==> src/rtl/assert_macros.svh <==
// assertion macros used by nibble_map_code_start_lookup
// no dependencies; define ASSERT_OFF to compile the checks out
`ifndef ASSERT_MACROS_SVH
`define ASSERT_MACROS_SVH
`ifndef ASSERT_OFF
// property must hold on every rising clock edge outside reset
`define ASSERT_SYNC(lbl, clk, rst_n, prop) \
    lbl: assert property (@(posedge clk) disable iff (!rst_n) prop) \
        else $error("assertion failed");
// condition must never be true outside reset
`define ASSERT_NEVER(lbl, clk, rst_n, cond) \
    lbl: assert property (@(posedge clk) disable iff (!rst_n) !(cond)) \
        else $error("forbidden condition seen");
`else
`define ASSERT_SYNC(lbl, clk, rst_n, prop)
`define ASSERT_NEVER(lbl, clk, rst_n, cond)
`endif
`endif

==> src/rtl/nmcs_pkg.sv <==
// types and constants of the nibble map code start lookup
// no dependencies
`default_nettype none
package nmcs_pkg;

    localparam int NIB_W      = 4;
    localparam int NIBS       = 8;
    localparam int TOP_SHIFT  = 28;
    localparam int WORD_W     = 32;
    localparam int IDX_W      = 12;
    localparam int OFF_W      = 21;

    localparam logic CMD_LOAD  = 1'b0;
    localparam logic CMD_QUERY = 1'b1;

    typedef enum logic [1:0] {
        ST_OK         = 2'd0,
        ST_TOO_LARGE  = 2'd1,
        ST_BELOW_BASE = 2'd2
    } t_status;

    // result of the nibble search over one map word
    typedef struct packed {
        logic             found;
        logic [2:0]       sel;
        logic [NIB_W-1:0] value;
    } t_nib_hit;

endpackage
`default_nettype wire

==> src/rtl/nmcs_nib_find.sv <==
// finds the nonzero nibble with the highest index at or below a limit in one word
// depends on nmcs_pkg
`default_nettype none
module nmcs_nib_find (
    input  wire logic [nmcs_pkg::WORD_W-1:0] i_word,
    input  wire logic [2:0]                  i_top,
    output nmcs_pkg::t_nib_hit               o_hit
);

    // later nibbles override earlier ones, so the match with the highest index wins
    always_comb begin
        logic [nmcs_pkg::NIB_W-1:0] nib;
        o_hit = '0;
        for (int j = 0; j < nmcs_pkg::NIBS; j++) begin
            nib = i_word[(nmcs_pkg::TOP_SHIFT - nmcs_pkg::NIB_W*j) +: nmcs_pkg::NIB_W];
            if ((3'(j) <= i_top) && (nib != '0)) begin
                o_hit.found = 1'b1;
                o_hit.sel   = 3'(j);
                o_hit.value = nib;
            end
        end
    end

endmodule
`default_nettype wire
==> config.mk <==
export PLATFORM = sky130hd
export DESIGN_NAME = nmcs_nib_find
export DESIGN_NICKNAME = d
export VERILOG_FILES = /design/src/rtl/assert_macros.svh /design/src/rtl/nmcs_pkg.sv /design/src/rtl/nmcs_nib_find.sv
export SDC_FILE = /design/constraint.sdc
export NUM_CORES = 1
export LEC_CHECK = 0
export BUFFER_PORTS_ARGS = -buffer_cell sky130_fd_sc_hd__buf_2
export CAP_MARGIN = 20
export CORE_UTILIZATION = 45
export DETAILED_ROUTE_END_ITERATION = 10
export GPL_ROUTABILITY_DRIVEN = 0
export PLACE_DENSITY = 0.87
export SYNTH_ARGS = -nofsm -noshare
export SYNTH_HDL_FRONTEND = slang
export SYNTH_SLANG_ARGS = --single-unit
==> constraint.sdc <==
create_clock -name vclk -period 2.3
set_clock_uncertainty 0.15 [all_clocks]
set_input_delay 0.345 -clock vclk [all_inputs]
set_output_delay 0.345 -clock vclk [all_outputs]
set_load 0.005 [all_outputs]
=== Word level (Yosys, flattened, before mapping) ===
Cells that the tools add are included.

* $lt $le $gt $ge: 8
* Mux-type cells: 8
* Reductions and logical operators: 16

{| class="wikitable"
|+ Operator list
! cell !! number
|-
| 2-to-1 mux 8 bit || 8
|-
| nonzero test 4 bit || 8
|-
| less-or-equal comparator 3 bit, first input constant || 4
|-
| logical AND 1 bit || 8
|-
| less-or-equal comparator 1 x 3 -> 1 bit, first input constant || 2
|-
| less-or-equal comparator 2 x 3 -> 1 bit, first input constant || 2
|}

* Register bits after elaboration: 0
* Input port bits: 35
* Word-level logic and storage cells: 32

=== Longest topological paths before layout ===
* Depth in word-level cells: 10
* Mapped depth: 6
* Gate-level depth less buffers: 5

=== Least setup slack after synthesis ===
Ideal clock, no wire load.

* Path kind: input to output
* Start point: input port i_word[13] (netlist name)
* End point: output port o_hit[3] (netlist name)
* Arrival time: 1678 ps
* Data required time: 1805 ps
* Slack: 127 ps
* Cell stages on the path: 5
* Path buffers: 1
* Path through: or4_1 > buf_2 > a211o_1 > a222oi_1 > o22ai_1

{| class="wikitable"
|+ RTL lines
! item !! line !! source
|-
| start, declared || nmcs_nib_find.sv:5 || <nowiki>input wire logic [nmcs_pkg::WORD_W-1:0] i_word,</nowiki>
|-
| end, declared || nmcs_nib_find.sv:7 || <nowiki>output nmcs_pkg::t_nib_hit o_hit</nowiki>
|}

==> metrics <==
Core ar.=1350 um2; unique cell type count in the Yosys netlist=41; IO Port Bufs=43; Mean Syn Cell Area=6.76 um2; GRT overflow=0; row count=13; Stages on worst setup path=6; Ant. Diodes=0; Register Area=0 um2; Worst path slowest cell=or4_4; Logic pwr share=1.000; cell breakdown of the critical path=buf_6 -> or4_4 -> a211o_1 -> a222oi_1 -> o22ai_1 -> buf_2; Horiz. Die Dim=40.6 um; failing checks=negative setup slack; Pwr Total=0.202 mW; final worst slack=-0.0291 ns; multi-input logic area=664 um2; number of fillers in the final layout=102; worst slew pin tran=0.416 ns; Crit path required time=1.80 ns; initial core utilization=0.496; Fin. Hold Viols=0; via count=1117; Int Pwr=0.0961 mW; layout cells sized above 1=0.507; seq_cells=0; total track usage=0.321; final critical-path required period=2.33 ns; post-layout util=0.758; Critical Path Fanout Max=5; Pre-antenna DRT Iters=4; Sw Ratio=0.524; Clock power frac=0; MaxCap Viol Count=0; first-pass GRT wire length=3630 um; WL/cell=16.3 um; status=finished, violations left; Initial DRC Count=51; Largest delay share family, worst path=compound AO/OA/AOI/OAI gates; YS warnings=0; min-delay src=i_word[30]; Routed WL=2690 um; Slew Viols, Final=0; Mapped Nets=134; Final nets=187; synthesized cell area=669 um2; Post-CTS Hold Buffers=0; Worst Setup Start Kind=input pin; Worst EP arrival=1.83 ns; post-CTS setup buffer count=0; vias per inst=6.77; DRC viols=0; Syn Inst Count=99; worst hold path endpoint=o_hit[7]; Critical Path End Type=output pin; VDD IR max=0.106 mV; final setup fails=1; Reg power frac=0; Max Fclk=0.429 GHz; Post-DRT Antenna Nets=0; area growth from synthesis to layout=52.9%; DIE AREA=1650 um2; critical path class=in -> out; P_leak=0.458 nW; largest net degree at the start of global routing=22; Die Ht=40.6 um; Final Cycle Share=1.01; Psw=0.106 mW; Worst Hold Class=in -> out; RSZ-0062 raised after global routing=yes; # clk buffers=0; relative slew slack=0.719; Pwr Density=197 nW/um2; vias in the first global route=881; CP max stage delay=0.57 ns; Buf/Inv on CP=2; DP HPWL=2050 um; antenna violations before repair=0; Seq/Total Area, Yosys=0; top-level port count=43; hold path depth=4
[cell type report]
cell class | count | area share
Multi-Input combinational cell | 91 | 0.649
Tap cell | 15 | 0.0183
Inverter | 2 | 0.00733
Timing Repair Buffer | 57 | 0.325
[synthesized netlist by cell type (2+ instances only)]
cell type | count | share of area
o211ai_1 | 3 | 0.034
nor2b_1 | 2 | 0.019
nor4_1 | 3 | 0.028
a221oi_1 | 3 | 0.039
mux2i_1 | 3 | 0.045
o31ai_1 | 3 | 0.034
a22o_1 | 2 | 0.026
a211o_1 | 2 | 0.026
nand3_1 | 3 | 0.022
or4_1 | 3 | 0.034
a22oi_1 | 2 | 0.022
inv_1 | 2 | 0.011
clkbuf_8 | 4 | 0.082
a21oi_1 | 6 | 0.045
or3_1 | 2 | 0.019
o21ai_0 | 9 | 0.067
nor2_1 | 9 | 0.050
o22ai_1 | 5 | 0.047
nand2_1 | 6 | 0.034
nor3_1 | 5 | 0.037
a211oi_1 | 2 | 0.022
[cell usage in the layout, fill, tap and decap left out, types with 3 or more instances in the layout]
cell type,Yosys,final
o211ai_1,3,3
nand2_1,6,6
o31ai_1,3,3
nor3_1,5,5
a21oi_1,6,4
o22ai_1,5,5
nand3_1,3,3
buf_2,1,41
buf_4,0,14
nor2_2,0,3
nor2_1,9,6
o21ai_0,9,7
mux2i_1,3,3
[how the worst max path moves through the flow]
| stage | from | to | slack (ns) |
|---|---|---|---|
| 2_1_floorplan | i_word[13] | o_hit[3] | 0.13 |
| 3_3_place_gp | i_word[13] | o_hit[3] | -0.07 |
| 3_5_place_dp | i_word[13] | o_hit[3] | -0.13 |
| 4_1_cts | i_word[15] | o_hit[3] | -0.03 |
| 5_1_grt | i_word[15] | o_hit[3] | -0.05 |
| 6_report | i_word[15] | o_hit[3] | -0.03 |
[kinds of logic after synthesis]
kind of cell,count (synthesis),share of synthesized area
multiplexers,3,0.0449
AO/OA/AOI/OAI,48,0.525
buffers and inverters,8,0.107
AND/OR/NAND/NOR,40,0.323
[power groups by stage]
stage	clock (mW)	sequential, mW	combinational [mW]
5_1_grt	0	0	0.218
2_1_floorplan	0	0	0.0934
3_5_place_dp	0	0	0.178
6_report	0	0	0.202
3_3_place_gp	0	0	0.173
4_1_cts	0	0	0.184
[worst min-delay path, cell delays in order]
cell     delay (ns)
buf_2          0.09
nor4_1         0.04
nand4_1        0.07
buf_2          0.11
[per-layer routing]
metal  up-vias  global-route usage  wire length, um
met2        72               0.639             1360
met1       517               0.359             1030
met4         0              0.0750               92
li1        516                   -                -
met3        12              0.0167              209
met5         -                   0                0
[metrics by stage]
step,std cells,hold WS [ns],setup WS (ns),TNS [ns],cell area (um2)
3_3_place_gp,165,0.841,-0.0678,-0.0938,945
3_5_place_dp,165,0.856,-0.131,-0.291,945
4_1_cts,165,0.856,-0.0307,-0.0307,973
2_1_floorplan,99,0.647,0.127,0,669
6_report,165,0.849,-0.0291,-0.0291,1020
5_1_grt,165,0.880,-0.0518,-0.169,1020
[timing repair]
item / in CTS / in global routing
resized for setup: 6 / 12
pin swaps: 4 / 4
endpoints found under the setup margin: 4 / 5
Note: power is estimated with default switching activity, not from simulation.
